## src/design/cht_pkg.sv

```systemverilog
// Package: constants, types and encodings of the chained hash table.
`default_nettype none
package cht_pkg;
  localparam int NODES     = 256;
  localparam int BUCKETS   = 256;
  localparam int NODE_W    = $clog2(NODES);
  localparam int BKT_W     = $clog2(BUCKETS);
  localparam int LINK_W    = NODE_W + 1;
  localparam int STEP_W    = NODE_W + 1;
  localparam int SCAN_W    = BKT_W + 1;
  localparam int HASH_W    = 32;
  localparam int CNT_W     = 9;
  localparam int BBITS_W   = 4;
  localparam int MODE_W    = 3;
  localparam int POS_W     = 8;
  localparam int IN_DATA_W  = 48;
  localparam int OUT_DATA_W = 32;
  localparam logic [BBITS_W-1:0] BBITS_RST = 4'd8;
  localparam logic [CNT_W-1:0]   CNT_MAX   = 9'd511;

  typedef enum logic [MODE_W-1:0] {
    MODE_INSERT = 3'd0,
    MODE_DELETE = 3'd1,
    MODE_FIND   = 3'd2,
    MODE_POS    = 3'd3,
    MODE_NEXT   = 3'd4,
    MODE_FIRST  = 3'd5,
    MODE_CLEAR  = 3'd6,
    MODE_NONE   = 3'd7
  } mode_t;

  typedef enum logic [3:0] {
    ST_IDLE,
    ST_INS,
    ST_HASH_WAIT,
    ST_HEAD_WAIT,
    ST_WALK_ISSUE,
    ST_WALK_EVAL,
    ST_NEXT_WAIT,
    ST_SCAN,
    ST_SCAN_RD,
    ST_DONE
  } state_t;

  // Requests from the controller to the storage.
  typedef struct packed {
    logic [BKT_W-1:0]  head_raddr;
    logic              head_we;
    logic [BKT_W-1:0]  head_waddr;
    logic [LINK_W-1:0] head_wdata;
    logic              clr_all;
    logic [NODE_W-1:0] link_raddr;
    logic              link_we;
    logic [NODE_W-1:0] link_waddr;
    logic [LINK_W-1:0] link_wdata;
    logic [NODE_W-1:0] hash_raddr;
    logic              hash_we;
    logic [NODE_W-1:0] hash_waddr;
    logic [HASH_W-1:0] hash_wdata;
    logic [BKT_W-1:0]  vld_addr;
  } store_req_t;

  typedef struct packed {
    logic [LINK_W-1:0] head_q;
    logic [LINK_W-1:0] link_q;
    logic [HASH_W-1:0] hash_q;
    logic              vld;
  } store_rsp_t;
endpackage
`default_nettype wire

```

## src/design/cht_ctrl.sv

```systemverilog
// Controller: request decode, chain walk, bucket scan and result register.
`default_nettype none
module cht_ctrl (
  input  wire logic                          clk,
  input  wire logic                          rst_n,
  input  wire logic                          in_tvalid,
  output logic                               in_tready,
  input  wire logic [cht_pkg::IN_DATA_W-1:0] in_tdata,
  input  wire logic                          cfg_valid,
  output logic                               cfg_ready,
  input  wire logic [cht_pkg::BBITS_W-1:0]   cfg_data,
  output logic                               out_tvalid,
  input  wire logic                          out_tready,
  output logic [cht_pkg::OUT_DATA_W-1:0]     out_tdata,
  output cht_pkg::store_req_t                req,
  input  wire cht_pkg::store_rsp_t           rsp
);
  localparam int NW = cht_pkg::NODE_W;
  localparam int BW = cht_pkg::BKT_W;
  localparam int LW = cht_pkg::LINK_W;
  localparam int SW = cht_pkg::SCAN_W;

  cht_pkg::state_t state_r, state_nxt;
  cht_pkg::mode_t  mode_r, mode_nxt, in_mode;
  logic [NW-1:0] id_r, id_nxt, prev_r, prev_nxt, nout_r, nout_nxt, in_id;
  logic [cht_pkg::HASH_W-1:0] hash_r, hash_nxt, in_hash;
  logic [BW-1:0] bkt_r, bkt_nxt, mask;
  logic [LW-1:0] cur_r, cur_nxt;
  logic          pred_head_r, pred_head_nxt, hit_r, hit_nxt;
  logic [cht_pkg::STEP_W-1:0] steps_r, steps_nxt;
  logic [SW-1:0] scan_r, scan_nxt, lim;
  logic [cht_pkg::POS_W-1:0] pos_r, pos_nxt;
  logic [cht_pkg::CNT_W-1:0] count_r, count_nxt;
  logic [cht_pkg::BBITS_W-1:0] bbits_r, ubits;
  logic          out_valid_r, out_valid_nxt;
  logic [cht_pkg::OUT_DATA_W-1:0] out_data_r, out_data_nxt;
  logic          match;

  assign in_mode = cht_pkg::mode_t'(in_tdata[2:0]);
  assign in_id   = in_tdata[3 +: NW];
  assign in_hash = in_tdata[11 +: cht_pkg::HASH_W];

  assign ubits = (bbits_r > cht_pkg::BBITS_W'(BW)) ? cht_pkg::BBITS_W'(BW) : bbits_r;
  assign mask  = BW'((SW'(1) << ubits) - SW'(1));
  assign lim   = SW'(1) << ubits;

  assign in_tready  = (state_r == cht_pkg::ST_IDLE);
  assign cfg_ready  = 1'b1;
  assign out_tvalid = out_valid_r;
  assign out_tdata  = out_data_r;

  always_ff @(posedge clk) begin
    if (!rst_n) begin
      state_r     <= cht_pkg::ST_IDLE;
      count_r     <= '0;
      bbits_r     <= cht_pkg::BBITS_RST;
      out_valid_r <= 1'b0;
    end else begin
      state_r     <= state_nxt;
      count_r     <= count_nxt;
      out_valid_r <= out_valid_nxt;
      if (cfg_valid) begin
        bbits_r <= cfg_data;
      end
    end
  end

  always_ff @(posedge clk) begin
    mode_r      <= mode_nxt;
    id_r        <= id_nxt;
    hash_r      <= hash_nxt;
    bkt_r       <= bkt_nxt;
    cur_r       <= cur_nxt;
    prev_r      <= prev_nxt;
    pred_head_r <= pred_head_nxt;
    steps_r     <= steps_nxt;
    scan_r      <= scan_nxt;
    hit_r       <= hit_nxt;
    nout_r      <= nout_nxt;
    pos_r       <= pos_nxt;
    out_data_r  <= out_data_nxt;
  end

  always_comb begin
    state_nxt     = state_r;
    mode_nxt      = mode_r;
    id_nxt        = id_r;
    hash_nxt      = hash_r;
    bkt_nxt       = bkt_r;
    cur_nxt       = cur_r;
    prev_nxt      = prev_r;
    pred_head_nxt = pred_head_r;
    steps_nxt     = steps_r;
    scan_nxt      = scan_r;
    hit_nxt       = hit_r;
    nout_nxt      = nout_r;
    pos_nxt       = pos_r;
    count_nxt     = count_r;
    out_valid_nxt = out_valid_r && !out_tready;
    out_data_nxt  = out_data_r;
    req           = '0;
    req.vld_addr  = scan_r[BW-1:0];
    match = (mode_r == cht_pkg::MODE_FIND) ? (rsp.hash_q == hash_r)
                                           : (cur_r[NW-1:0] == id_r);
    unique case (state_r)
      cht_pkg::ST_IDLE: begin
        hit_nxt  = 1'b0;
        nout_nxt = '0;
        pos_nxt  = '0;
        if (in_tvalid) begin
          mode_nxt = in_mode;
          id_nxt   = in_id;
          hash_nxt = in_hash;
          bkt_nxt  = in_hash[BW-1:0] & mask;
          req.head_raddr = in_hash[BW-1:0] & mask;
          req.hash_raddr = in_id;
          req.link_raddr = in_id;
          unique case (in_mode)
            cht_pkg::MODE_INSERT: state_nxt = cht_pkg::ST_INS;
            cht_pkg::MODE_DELETE,
            cht_pkg::MODE_POS:    state_nxt = cht_pkg::ST_HASH_WAIT;
            cht_pkg::MODE_FIND:   state_nxt = cht_pkg::ST_HEAD_WAIT;
            cht_pkg::MODE_NEXT:   state_nxt = cht_pkg::ST_NEXT_WAIT;
            cht_pkg::MODE_FIRST: begin
              scan_nxt  = '0;
              state_nxt = cht_pkg::ST_SCAN;
            end
            cht_pkg::MODE_CLEAR: begin
              req.clr_all = 1'b1;
              count_nxt   = '0;
              state_nxt   = cht_pkg::ST_DONE;
            end
            default: state_nxt = cht_pkg::ST_DONE;
          endcase
        end
      end
      cht_pkg::ST_INS: begin
        req.hash_we    = 1'b1;
        req.hash_waddr = id_r;
        req.hash_wdata = hash_r;
        req.link_we    = 1'b1;
        req.link_waddr = id_r;
        req.link_wdata = rsp.head_q;
        req.head_we    = 1'b1;
        req.head_waddr = bkt_r;
        req.head_wdata = {1'b1, id_r};
        if (count_r != cht_pkg::CNT_MAX) begin
          count_nxt = count_r + 1'b1;
        end
        hit_nxt   = 1'b1;
        state_nxt = cht_pkg::ST_DONE;
      end
      cht_pkg::ST_HASH_WAIT: begin
        bkt_nxt        = rsp.hash_q[BW-1:0] & mask;
        req.head_raddr = rsp.hash_q[BW-1:0] & mask;
        state_nxt      = cht_pkg::ST_HEAD_WAIT;
      end
      cht_pkg::ST_HEAD_WAIT: begin
        cur_nxt       = rsp.head_q;
        steps_nxt     = '0;
        pred_head_nxt = 1'b1;
        state_nxt     = cht_pkg::ST_WALK_ISSUE;
      end
      cht_pkg::ST_WALK_ISSUE: begin
        if (!cur_r[LW-1] || steps_r[cht_pkg::STEP_W-1]) begin
          state_nxt = cht_pkg::ST_DONE;
        end else begin
          req.link_raddr = cur_r[NW-1:0];
          req.hash_raddr = cur_r[NW-1:0];
          state_nxt      = cht_pkg::ST_WALK_EVAL;
        end
      end
      cht_pkg::ST_WALK_EVAL: begin
        if (match) begin
          hit_nxt   = 1'b1;
          state_nxt = cht_pkg::ST_DONE;
          if (mode_r == cht_pkg::MODE_FIND) begin
            nout_nxt = cur_r[NW-1:0];
          end else if (mode_r == cht_pkg::MODE_POS) begin
            pos_nxt = steps_r[cht_pkg::POS_W-1:0];
          end else begin
            if (pred_head_r) begin
              req.head_we    = 1'b1;
              req.head_waddr = bkt_r;
              req.head_wdata = rsp.link_q;
            end else begin
              req.link_we    = 1'b1;
              req.link_waddr = prev_r;
              req.link_wdata = rsp.link_q;
            end
            if (count_r != '0) begin
              count_nxt = count_r - 1'b1;
            end
          end
        end else begin
          prev_nxt      = cur_r[NW-1:0];
          pred_head_nxt = 1'b0;
          cur_nxt       = rsp.link_q;
          steps_nxt     = steps_r + 1'b1;
          state_nxt     = cht_pkg::ST_WALK_ISSUE;
        end
      end
      cht_pkg::ST_NEXT_WAIT: begin
        if (rsp.link_q[LW-1]) begin
          hit_nxt   = 1'b1;
          nout_nxt  = rsp.link_q[NW-1:0];
          state_nxt = cht_pkg::ST_DONE;
        end else begin
          scan_nxt  = SW'(rsp.hash_q[BW-1:0] & mask) + 1'b1;
          state_nxt = cht_pkg::ST_SCAN;
        end
      end
      cht_pkg::ST_SCAN: begin
        if (scan_r >= lim) begin
          state_nxt = cht_pkg::ST_DONE;
        end else if (rsp.vld) begin
          req.head_raddr = scan_r[BW-1:0];
          state_nxt      = cht_pkg::ST_SCAN_RD;
        end else begin
          scan_nxt = scan_r + 1'b1;
        end
      end
      cht_pkg::ST_SCAN_RD: begin
        hit_nxt   = 1'b1;
        nout_nxt  = rsp.head_q[NW-1:0];
        state_nxt = cht_pkg::ST_DONE;
      end
      cht_pkg::ST_DONE: begin
        if (!out_valid_r || out_tready) begin
          out_valid_nxt = 1'b1;
          out_data_nxt  = {5'b0, (count_r == '0), count_r, pos_r, nout_r, hit_r};
          state_nxt     = cht_pkg::ST_IDLE;
        end
      end
      default: state_nxt = cht_pkg::ST_IDLE;
    endcase
  end
endmodule
`default_nettype wire

```

## config.mk

```make
export PLATFORM = sky130hd
export DESIGN_NAME = cht_ctrl
export DESIGN_NICKNAME = d
export VERILOG_FILES = /design/src/design/cht_pkg.sv /design/src/design/cht_ctrl.sv
export SDC_FILE = /design/constraint.sdc
export NUM_CORES = 1
export LEC_CHECK = 0
export BUFFER_PORTS_ARGS = -buffer_cell sky130_fd_sc_hd__buf_2
export CORE_UTILIZATION = 50
export DETAILED_ROUTE_END_ITERATION = 10
export PLACE_DENSITY_LB_ADDON = 0.2
export RECOVER_POWER = 100
export SYNTH_ARGS = -nofsm -noshare
export SYNTH_HDL_FRONTEND = slang
export SYNTH_SLANG_ARGS = --single-unit
export TNS_END_PERCENT = 50
```

## constraint.sdc

```tcl
create_clock -name clk -period 10.95 [get_ports clk]
set_clock_uncertainty 0.15 [all_clocks]
set_input_delay 3.285 -clock clk [delete_from_list [all_inputs] [get_ports clk]]
set_output_delay 3.285 -clock clk [all_outputs]
set_load 0.05 [all_outputs]
```

After elaboration in Yosys (flattened, before gate mapping):

Index checks and enable logic that the tools add are counted.
Widths: inputs -> output; s select.

* $add $sub $neg: 6
* order comparisons: 2
* equal/unequal tests: 37
* shift operators: 1
* multiplexer cells: 68
* bitwise operators: 4
* reduce and logical (&&, ||, !) cells: 30

Operators with widths (count)
* $mux 18: 8
* $mux 9: 15
* $mux 8: 12
* $pmux 18 s2: 2
* $pmux 8 s2: 4
* $pmux 9 s3: 2
* $mux 41: 1
* $pmux 4 s9: 1
* $pmux 9 s2: 2
* $eq 32x32->1: 1
* $mux 4: 8
* $pmux 8 s4: 1
* $ne 2x2->1 const B: 14
* $add 9x1->9 const B: 3
* $and 8x8->8: 3
* $pmux 8 s3: 1
* $pmux 4 s5: 1
* $eq 4x3->1 const B: 4
* $eq 3x2->1 const B: 4
* $reduce_and 2->1: 5
* $add 8x1->9 const B: 1
* $eq 3x3->1 const B: 3
* $ge 9x9->1: 1
* $logic_not 9->1: 1
* 30 further kinds: 50

* flip-flop bits (word level): 149
* input port bits: 108
* output and inout port bits: 145
* logic and storage cells: 165

Depth between registers and ports, before layout:

Gate-level depths: netlist of run 1.

* depth after elaboration: 8
* gate-level depth with buffers: 13
* mapped depth without buffers: 10

Worst setup path after synthesis of run 1:

Ideal clock, no wire load.

* path type: input to output
* start: input port in_tvalid
* end: output port req[106] (netlist name)
* arrival time: 5986 ps
* data required time: 7515 ps
* setup slack: 1529 ps
* cell stages on the path: 5
* path buffers: 1
* cell sequence: nand2_1 -> clkinv_1 -> buf_1 -> a22oi_1 -> o22ai_1

RTL lines
* from (decl): line cht_ctrl.sv:6 `input wire logic in_tvalid,`
* to (decl): line cht_ctrl.sv:15 `output cht_pkg::store_req_t req,`

==> results of run 1 <==
-- flip-flops by register name (all words and copies together) (netlist names), 3 cells and up --
name and count:
scan_r 9, state_r 4, mode_r 3, out_tdata 27, steps_r 9, prev_r 8
cur_r 9, id_r 8, hash_r 32, bkt_r 8, nout_r 8, bbits_r 4
pos_r 8, count_r 9
-- routing by layer --
metal / share of wire, % / global-route usage (%) / vias to the layer above / wire length (um)
met3: 7.6 / 6.07 / 31 / 1640
met5: 0 / 0 / - / 0
met4: 1.7 / 9.17 / 0 / 357
met2: 49 / 42.5 / 289 / 10500
met1: 42 / 32.8 / 3120 / 8990
li1: - / - / 3171 / -
-- path summary, 6_finish.rpt --
check	from	end	slack, ns	cells past startpoint
max	rsp[2]	req[61]	0.82	8
min	nout_r[0]	out_tdata[1]	0.27	0
max reg2reg	state_r[2]	count_r[7]	5.26	12
min reg2reg	nout_r[0]	out_tdata[1]	0.27	0
-- critical path, stage by stage --
cell	delay, ns
sky130_fd_sc_hd__buf_2	0.15
sky130_fd_sc_hd__xnor2_1	0.20
sky130_fd_sc_hd__nand4_1	0.10
sky130_fd_sc_hd__or4_1	0.59
sky130_fd_sc_hd__o31ai_4	0.50
sky130_fd_sc_hd__nor4b_2	1.31
sky130_fd_sc_hd__a22o_1	0.29
sky130_fd_sc_hd__buf_2	0.27
-- through the flow --
step	instances	utilization (%)	hold slack (ns)
2_1_floorplan	750	-	0.250
3_3_place_gp	1156	59.2	0.253
3_5_place_dp	1156	59.2	0.255
4_1_cts	1188	63.0	0.271
5_1_grt	1188	61.6	0.276
6_report	1188	61.6	0.270
-- layout make-up --
type                    instances  area (um^2)  share of cell area [%]
multi-input cells             508         3430                    35.0
clock buffers                  17          425                    4.35
flip-flops and latches        149         4290                    43.9
inverters                      35          131                    1.34
clock inverters                15          176                    1.80
repair buffers                248         1060                    10.8
well taps                     216          270                    2.76
-- report_power, final --
part	internal (mW)	switching, mW
clock network	0.308	0.273
logic	0.251	0.833
registers	0.804	0.0859
-- placed cells by master, fill, tap and decap left out, types with 22 or more instances in the layout --
master / netlist / routed
sky130_fd_sc_hd__a21o_1: 22 / 22
sky130_fd_sc_hd__buf_2: 3 / 101
sky130_fd_sc_hd__nand2_1: 74 / 74
sky130_fd_sc_hd__nor2_1: 38 / 36
sky130_fd_sc_hd__and3_1: 44 / 44
sky130_fd_sc_hd__inv_1: 34 / 35
sky130_fd_sc_hd__xor2_1: 22 / 22
sky130_fd_sc_hd__nand3_1: 22 / 22
sky130_fd_sc_hd__clkbuf_1: 29 / 146
sky130_fd_sc_hd__a21oi_1: 25 / 25
sky130_fd_sc_hd__xnor2_1: 37 / 37
sky130_fd_sc_hd__edfxtp_1: 131 / 131
-- kinds of logic after synthesis --
| group | count (synthesis) |
|---|---|
| AOI/OAI and AO/OA | 147 |
| xor gates and xnor gates | 59 |
| adders and majority gates | 20 |
| buffers and inverters | 93 |
| DFF | 149 |
| muxes | 15 |
| other | 2 |
| and+or+nand+nor | 261 |
==> results.md, run 1 <==
| Parameter | Value | Unit |
|:---|:---|:---|
| Result of the run | finished, violations left | - |
| Violations in the final reports | capacitance limit, slew limit | - |
| Area of the core | 15900 | um^2 |
| Adder-cell area share of the yosys netlist | 3.16 | % |
| Number of hold violations in the final report | 0 | - |
| Total power divided by cell area | 261 | nW/um^2 |
| Avg Inst Size Synth | 10.9 | um^2 |
| Signed area change from the synthesized netlist to the final layout | 20.0 | % |
| Via count normalized by instance count | 5.56 | - |
| Max rail drop VDD | 0.000139 | V |
| Largest net degree at the start of global routing | 44 | - |
| Leakage power summed over all cells | 4.07 | nW |
| Remaining DRCs | 0 | - |
| Detailed-route via count | 6611 | - |
| Initial antenna violation count | 0 | - |
| Final wirelength | 21500 | um |
| Quantity of hold-fixing buffers added after cts | 0 | - |
| Clock buffer count from CTS | 17 | - |
| Worst path setup slack after routing | 0.816 | ns |
| CP Capture Type | output port | - |
| Cell count after synthesis | 746 | - |
| Worst min path class | reg -> reg | - |
| Filler instances | 1423 | - |
| Main combinational cell family by area after synthesis | simple AND/OR/NAND/NOR gates | - |
| Insertion delay to the later sink of the worst-skew pair | 0.43 | ns |
| CP required | 7.52 | ns |
| # port buffers | 241 | - |
| Simple-gate share of the synthesized area | 16.9 | % |
| Number of detailed-routing iterations run before antenna repair | 7 | - |
| Post-layout min period | 10.13 | ns |
| Number of diodes added for antenna fixing | 0 | - |
| Site Rows | 46 | - |
| Top-level I/O count | 253 | - |
| RePlAce Congestion | 0.918 | - |
| Number of slew-limit violations in the final report | 87 | - |
| Area contributors post-synth | sky130_fd_sc_hd__edfxtp_1 48%, sky130_fd_sc_hd__dfxtp_1 4.4%, sky130_fd_sc_hd__xnor2_1 4.0% | - |
| Largest buffer count on any clock path | 2 | - |
| Final net count | 1087 | - |
| Class of the most critical setup path | in -> out | - |
| Synth Flop Type | sky130_fd_sc_hd__edfxtp_1 | - |
| Full die area | 16800 | um^2 |
| H-tree depth reported by CTS | 4 | - |
| Post-route antenna net violation count | 0 | - |
| CTS tree | built | - |
| Cell area after synthesis | 8160 | um^2 |
| Number of max-cap violations | 4 | - |
| Cell chosen for the clock root | sky130_fd_sc_hd__clkbuf_16 | - |
| Headroom to the max-slew limit | -11.0 | % |
| Most frequent cells after synthesis | 131 x sky130_fd_sc_hd__edfxtp_1, 74 x sky130_fd_sc_hd__nand2_1, 44 x sky130_fd_sc_hd__and3_1 | - |
| Cell taking the most area after synthesis | sky130_fd_sc_hd__edfxtp_1 | - |
| Arrival time at the worst endpoint | 6.70 | ns |
| Buffers inserted during post-CTS setup optimization | 0 | - |
| Pre-CTS worst setup slack | 1.32 | ns |
| Number of enable flip-flop cells after synthesis | 131 | - |
| Post-route cell area | 9790 | um^2 |
| Total Neg Setup Slack | 0 | ns |
| YS warnings | 0 | - |
| CTS Sinks | 149 | - |
| Cells resized by post-CTS repair | 0 | - |
| Fraction of synthesized area in multiplexers | 1.86 | % |
| Die Span X | 130 | um |
| Proportion of synthesized flip-flops having asynchronous set or reset | 0 | % |
| CP Launch Type | input pin | - |
| RSZ-0062 raised after global routing | no | - |
| Area share of the largest cell type after synthesis | 48.2 | % |
| Placement Cell Area | 9400 | um^2 |
| Wire length of the first global-routing pass | 32300 | um |
| Distinct cells, synth | 71 | - |
| Fraction of final layout cells sized beyond drive strength 1 | 15.4 | % |
| Number of global-route vias before repair | 6172 | - |
| Biggest fanout along the worst timing path | 18 | - |
| Post-DP HPWL | 15800 | um |
| Final critical-path share of the clock period | 92.5 | % |
| Area fraction in compound gates after synthesis | 13.6 | % |
| Fmax | 0.0987 | GHz |
| Transition at the pin with the smallest max-transition slack | 1.66 | ns |
| Wirelength per Cell | 18.1 | um |
| XOR/XNOR Fraction of Synth Area | 6.33 | % |
| GRT Resource Usage Total | 25.6 | % |
| Worst-path clk slew | 0.07 | ns |
| Most frequently used cell type in the post-synthesis netlist | sky130_fd_sc_hd__edfxtp_1 | - |
| Sequential element share of the synthesized area | 52.6 | % |
| Violation count after the first detailed-routing iteration | 672 | - |
| DIE HEIGHT | 130 | um |
| Overflow after GRT | 0 | - |
| FF+latch count, synth | 149 | - |
| Overall power consumption | 2.56 | mW |
| Final setup fails | 0 | - |
| Effective utilization at floorplan | 51.4 | % |
(Power assumes the default switching activity.)
==> inputs of run 2 (changes only) <==
--- a/config.mk
+++ b/config.mk
@@ -6,8 +6,11 @@
 export NUM_CORES = 1
 export LEC_CHECK = 0
 export BUFFER_PORTS_ARGS = -buffer_cell sky130_fd_sc_hd__buf_2
-export CORE_UTILIZATION = 50
+export CELL_PAD_IN_SITES_DETAIL_PLACEMENT = 0
+export CELL_PAD_IN_SITES_GLOBAL_PLACEMENT = 2
+export CORE_UTILIZATION = 35
 export DETAILED_ROUTE_END_ITERATION = 10
+export GPL_TIMING_DRIVEN = 0
 export PLACE_DENSITY_LB_ADDON = 0.2
 export RECOVER_POWER = 100
 export SYNTH_ARGS = -nofsm -noshare
==> constraint.sdc (replaced) <==
create_clock -name clk -period 10.95 [get_ports clk]
set_clock_uncertainty 0.15 [all_clocks]
set_input_delay 0.5475 -clock clk [delete_from_list [all_inputs] [get_ports clk]]
set_output_delay 0.5475 -clock clk [all_outputs]
set_load 0.05 [all_outputs]
==> run 2 against run 1 <==
  * The flow still finishes with violations (capacitance limit, slew limit)
  * Hold slack lost 0.13 ns
  * Via count grew 1.8%
  * Clock power shrank 1%
  * Sequential share of layout area shrank 1.4 points
  * Routed wire length grew 15%
  * Clock-buffer cell count is the same
  * Critical path depth is the same
  * Setup slack gained 4.1 ns
  * Largest cell class unchanged
==> results.md, run 2 (synthesized netlist as in run 1, its figures left out) <==
| Parameter | Value | Unit |
|:---|:---|:---|
| Post-DP HPWL | 19200 | um |
| Cell depth of the worst min-delay path | 1 | - |
| Cells resized by post-CTS repair | 0 | - |
| GRT Resource Usage Total | 20.7 | % |
| Worst path setup slack after routing | 4.91 | ns |
| Final setup fails | 0 | - |
| Top library cells by usage in the layout, fill and taps aside | 192 x sky130_fd_sc_hd__clkbuf_1, 131 x sky130_fd_sc_hd__edfxtp_1, 87 x sky130_fd_sc_hd__buf_2, 74 x sky130_fd_sc_hd__nand2_1, 44 x sky130_fd_sc_hd__and3_1 | - |
| Detailed-route via count | 6728 | - |
| Register with the most flip-flops | hash_r | - |
| Final net count | 1140 | - |
| Class of the most critical setup path | reg -> out | - |
| Total Neg Setup Slack | 0 | ns |
| Overall power consumption | 2.60 | mW |
| Full die area | 23900 | um^2 |
| Remaining DRCs | 0 | - |
| Wire length of the first global-routing pass | 37200 | um |
| Overflow after GRT | 0 | - |
| CP Capture Type | output port | - |
| Site Rows | 55 | - |
| Leakage power summed over all cells | 4.13 | nW |
| Fmax | 0.165 | GHz |
| H-tree depth reported by CTS | 4 | - |
| Non-filler instance count after layout | 1338 | - |
| Final critical-path share of the clock period | 55.2 | % |
| Post-route antenna net violation count | 0 | - |
| RePlAce Congestion | 0.845 | - |
| Buffers inserted during post-CTS setup optimization | 0 | - |
| Effective utilization at floorplan | 35.8 | % |
| # port buffers | 239 | - |
| Initial antenna violation count | 0 | - |
| CP required | 10.25 | ns |
| Most frequent standard cell in the layout excluding fill and tap cells | sky130_fd_sc_hd__clkbuf_1 | - |
| Number of max-cap violations | 3 | - |
| Final wirelength | 24800 | um |
| Pre-CTS worst setup slack | 6.15 | ns |
| RSZ-0062 raised after global routing | no | - |
| CTS tree | built | - |
| Worst-path clk slew | 0.07 | ns |
| Largest net degree at the start of global routing | 34 | - |
| Post-placement cell count | 1306 | - |
| Insertion delay to the later sink of the worst-skew pair | 0.43 | ns |
| Result of the run | finished, violations left | - |
| Die Span X | 155 | um |
| DIE HEIGHT | 155 | um |
| Number of slew-limit violations in the final report | 44 | - |
| CTS Sinks | 149 | - |
| Largest buffer count on any clock path | 2 | - |
| Headroom to the max-slew limit | -20.9 | % |
| Violation count after the first detailed-routing iteration | 476 | - |
| Transition at the pin with the smallest max-transition slack | 1.81 | ns |
| Total power divided by cell area | 257 | nW/um^2 |
| Biggest fanout along the worst timing path | 10 | - |
| Quantity of hold-fixing buffers added after cts | 0 | - |
| Violations in the final reports | capacitance limit, slew limit | - |
| Post-layout min period | 6.04 | ns |
| Number of hold violations in the final report | 0 | - |
| Worst min path class | in -> reg | - |
| Fraction of final layout cells sized beyond drive strength 1 | 14.6 | % |
| Max rail drop VDD | 0.000121 | V |
| Number of diodes added for antenna fixing | 0 | - |
| CP Launch Type | register | - |
| Number of detailed-routing iterations run before antenna repair | 5 | - |
| Signed area change from the synthesized netlist to the final layout | 23.9 | % |
| Worst r2r path cells | 13 | - |
| Number of global-route vias before repair | 6599 | - |
| Flip-flop count of the largest register, all copies and words added | 32 | - |
| Clock buffer count from CTS | 17 | - |
| Via count normalized by instance count | 5.03 | - |
| Util after Layout | 44.4 | % |
| Top-level I/O count | 253 | - |
| Wirelength per Cell | 18.6 | um |
| Area of the core | 22800 | um^2 |
| Arrival time at the worst endpoint | 5.35 | ns |
| Cell chosen for the clock root | sky130_fd_sc_hd__clkbuf_16 | - |
==> run 2: cell types whose count changed in the layout (fill, tap and decap cells not counted), moves of 2 or more <==
cell	change
sky130_fd_sc_hd__buf_2	-14
sky130_fd_sc_hd__buf_4	+21
sky130_fd_sc_hd__nor2_1	+2
sky130_fd_sc_hd__clkbuf_1	+46
sky130_fd_sc_hd__clkinv_1	+3
sky130_fd_sc_hd__and2_1	+2
sky130_fd_sc_hd__clkinvlp_4	+3
sky130_fd_sc_hd__clkinv_4	-2
sky130_fd_sc_hd__and2_0	-2
sky130_fd_sc_hd__inv_8	-3
sky130_fd_sc_hd__inv_6	+3
sky130_fd_sc_hd__clkinv_8	-4
sky130_fd_sc_hd__nor2_2	-2
==> run 2: power by group <==
group	total [mW]	switching (mW)	internal [mW]
combinational	1.15	0.882	0.268
clock	0.575	0.256	0.319
sequential	0.870	0.0653	0.805
==> run 2: worst max-delay path, stage by stage, from the launching register on <==
cell and delay (ns):
sky130_fd_sc_hd__edfxtp_1 0.42, sky130_fd_sc_hd__xnor2_1 0.23, sky130_fd_sc_hd__nand4_1 0.11, sky130_fd_sc_hd__or4_1 0.59, sky130_fd_sc_hd__o31ai_1 1.02, sky130_fd_sc_hd__nor4b_1 1.35, sky130_fd_sc_hd__clkbuf_1 0.51, sky130_fd_sc_hd__a21o_1 0.19
sky130_fd_sc_hd__clkbuf_1 0.49
==> run 2: cell type report <==
type	instances	area, um^2
Buffer	58	304
Clock buffer	17	425
Clock inverter	15	146
Fill cell	2324	12700
Inverter	35	131
Multi-Input combinational cell	508	3400
Sequential cell	149	4290
Tap cell	313	392
Timing Repair Buffer	243	1020
==> run 2: metal layers <==
metal / GRT usage, % / wire, um
met5: 0 / 0
met4: 6.08 / 348
met3: 6.11 / 1900
met2: 35.1 / 11700
met1: 25.5 / 10800
==> run 2: worst paths after layout <==
kind / slack, ns / from / to
min reg2reg: 0.27 / pos_r[2] / out_tdata[11]
max reg2reg: 6.19 / state_r[0] / count_r[7]
min: 0.14 / in_tdata[42] / hash_r[31]
max: 4.91 / hash_r[1] / req[71]
==> run 2: through the flow <==
step	hold WS, ns	instance area (um^2)
global route	0.119	10100
global placement	0.252	9760
detailed placement	0.255	9840
finish	0.137	10100
CTS	0.125	10400
floorplan	0.250	8170
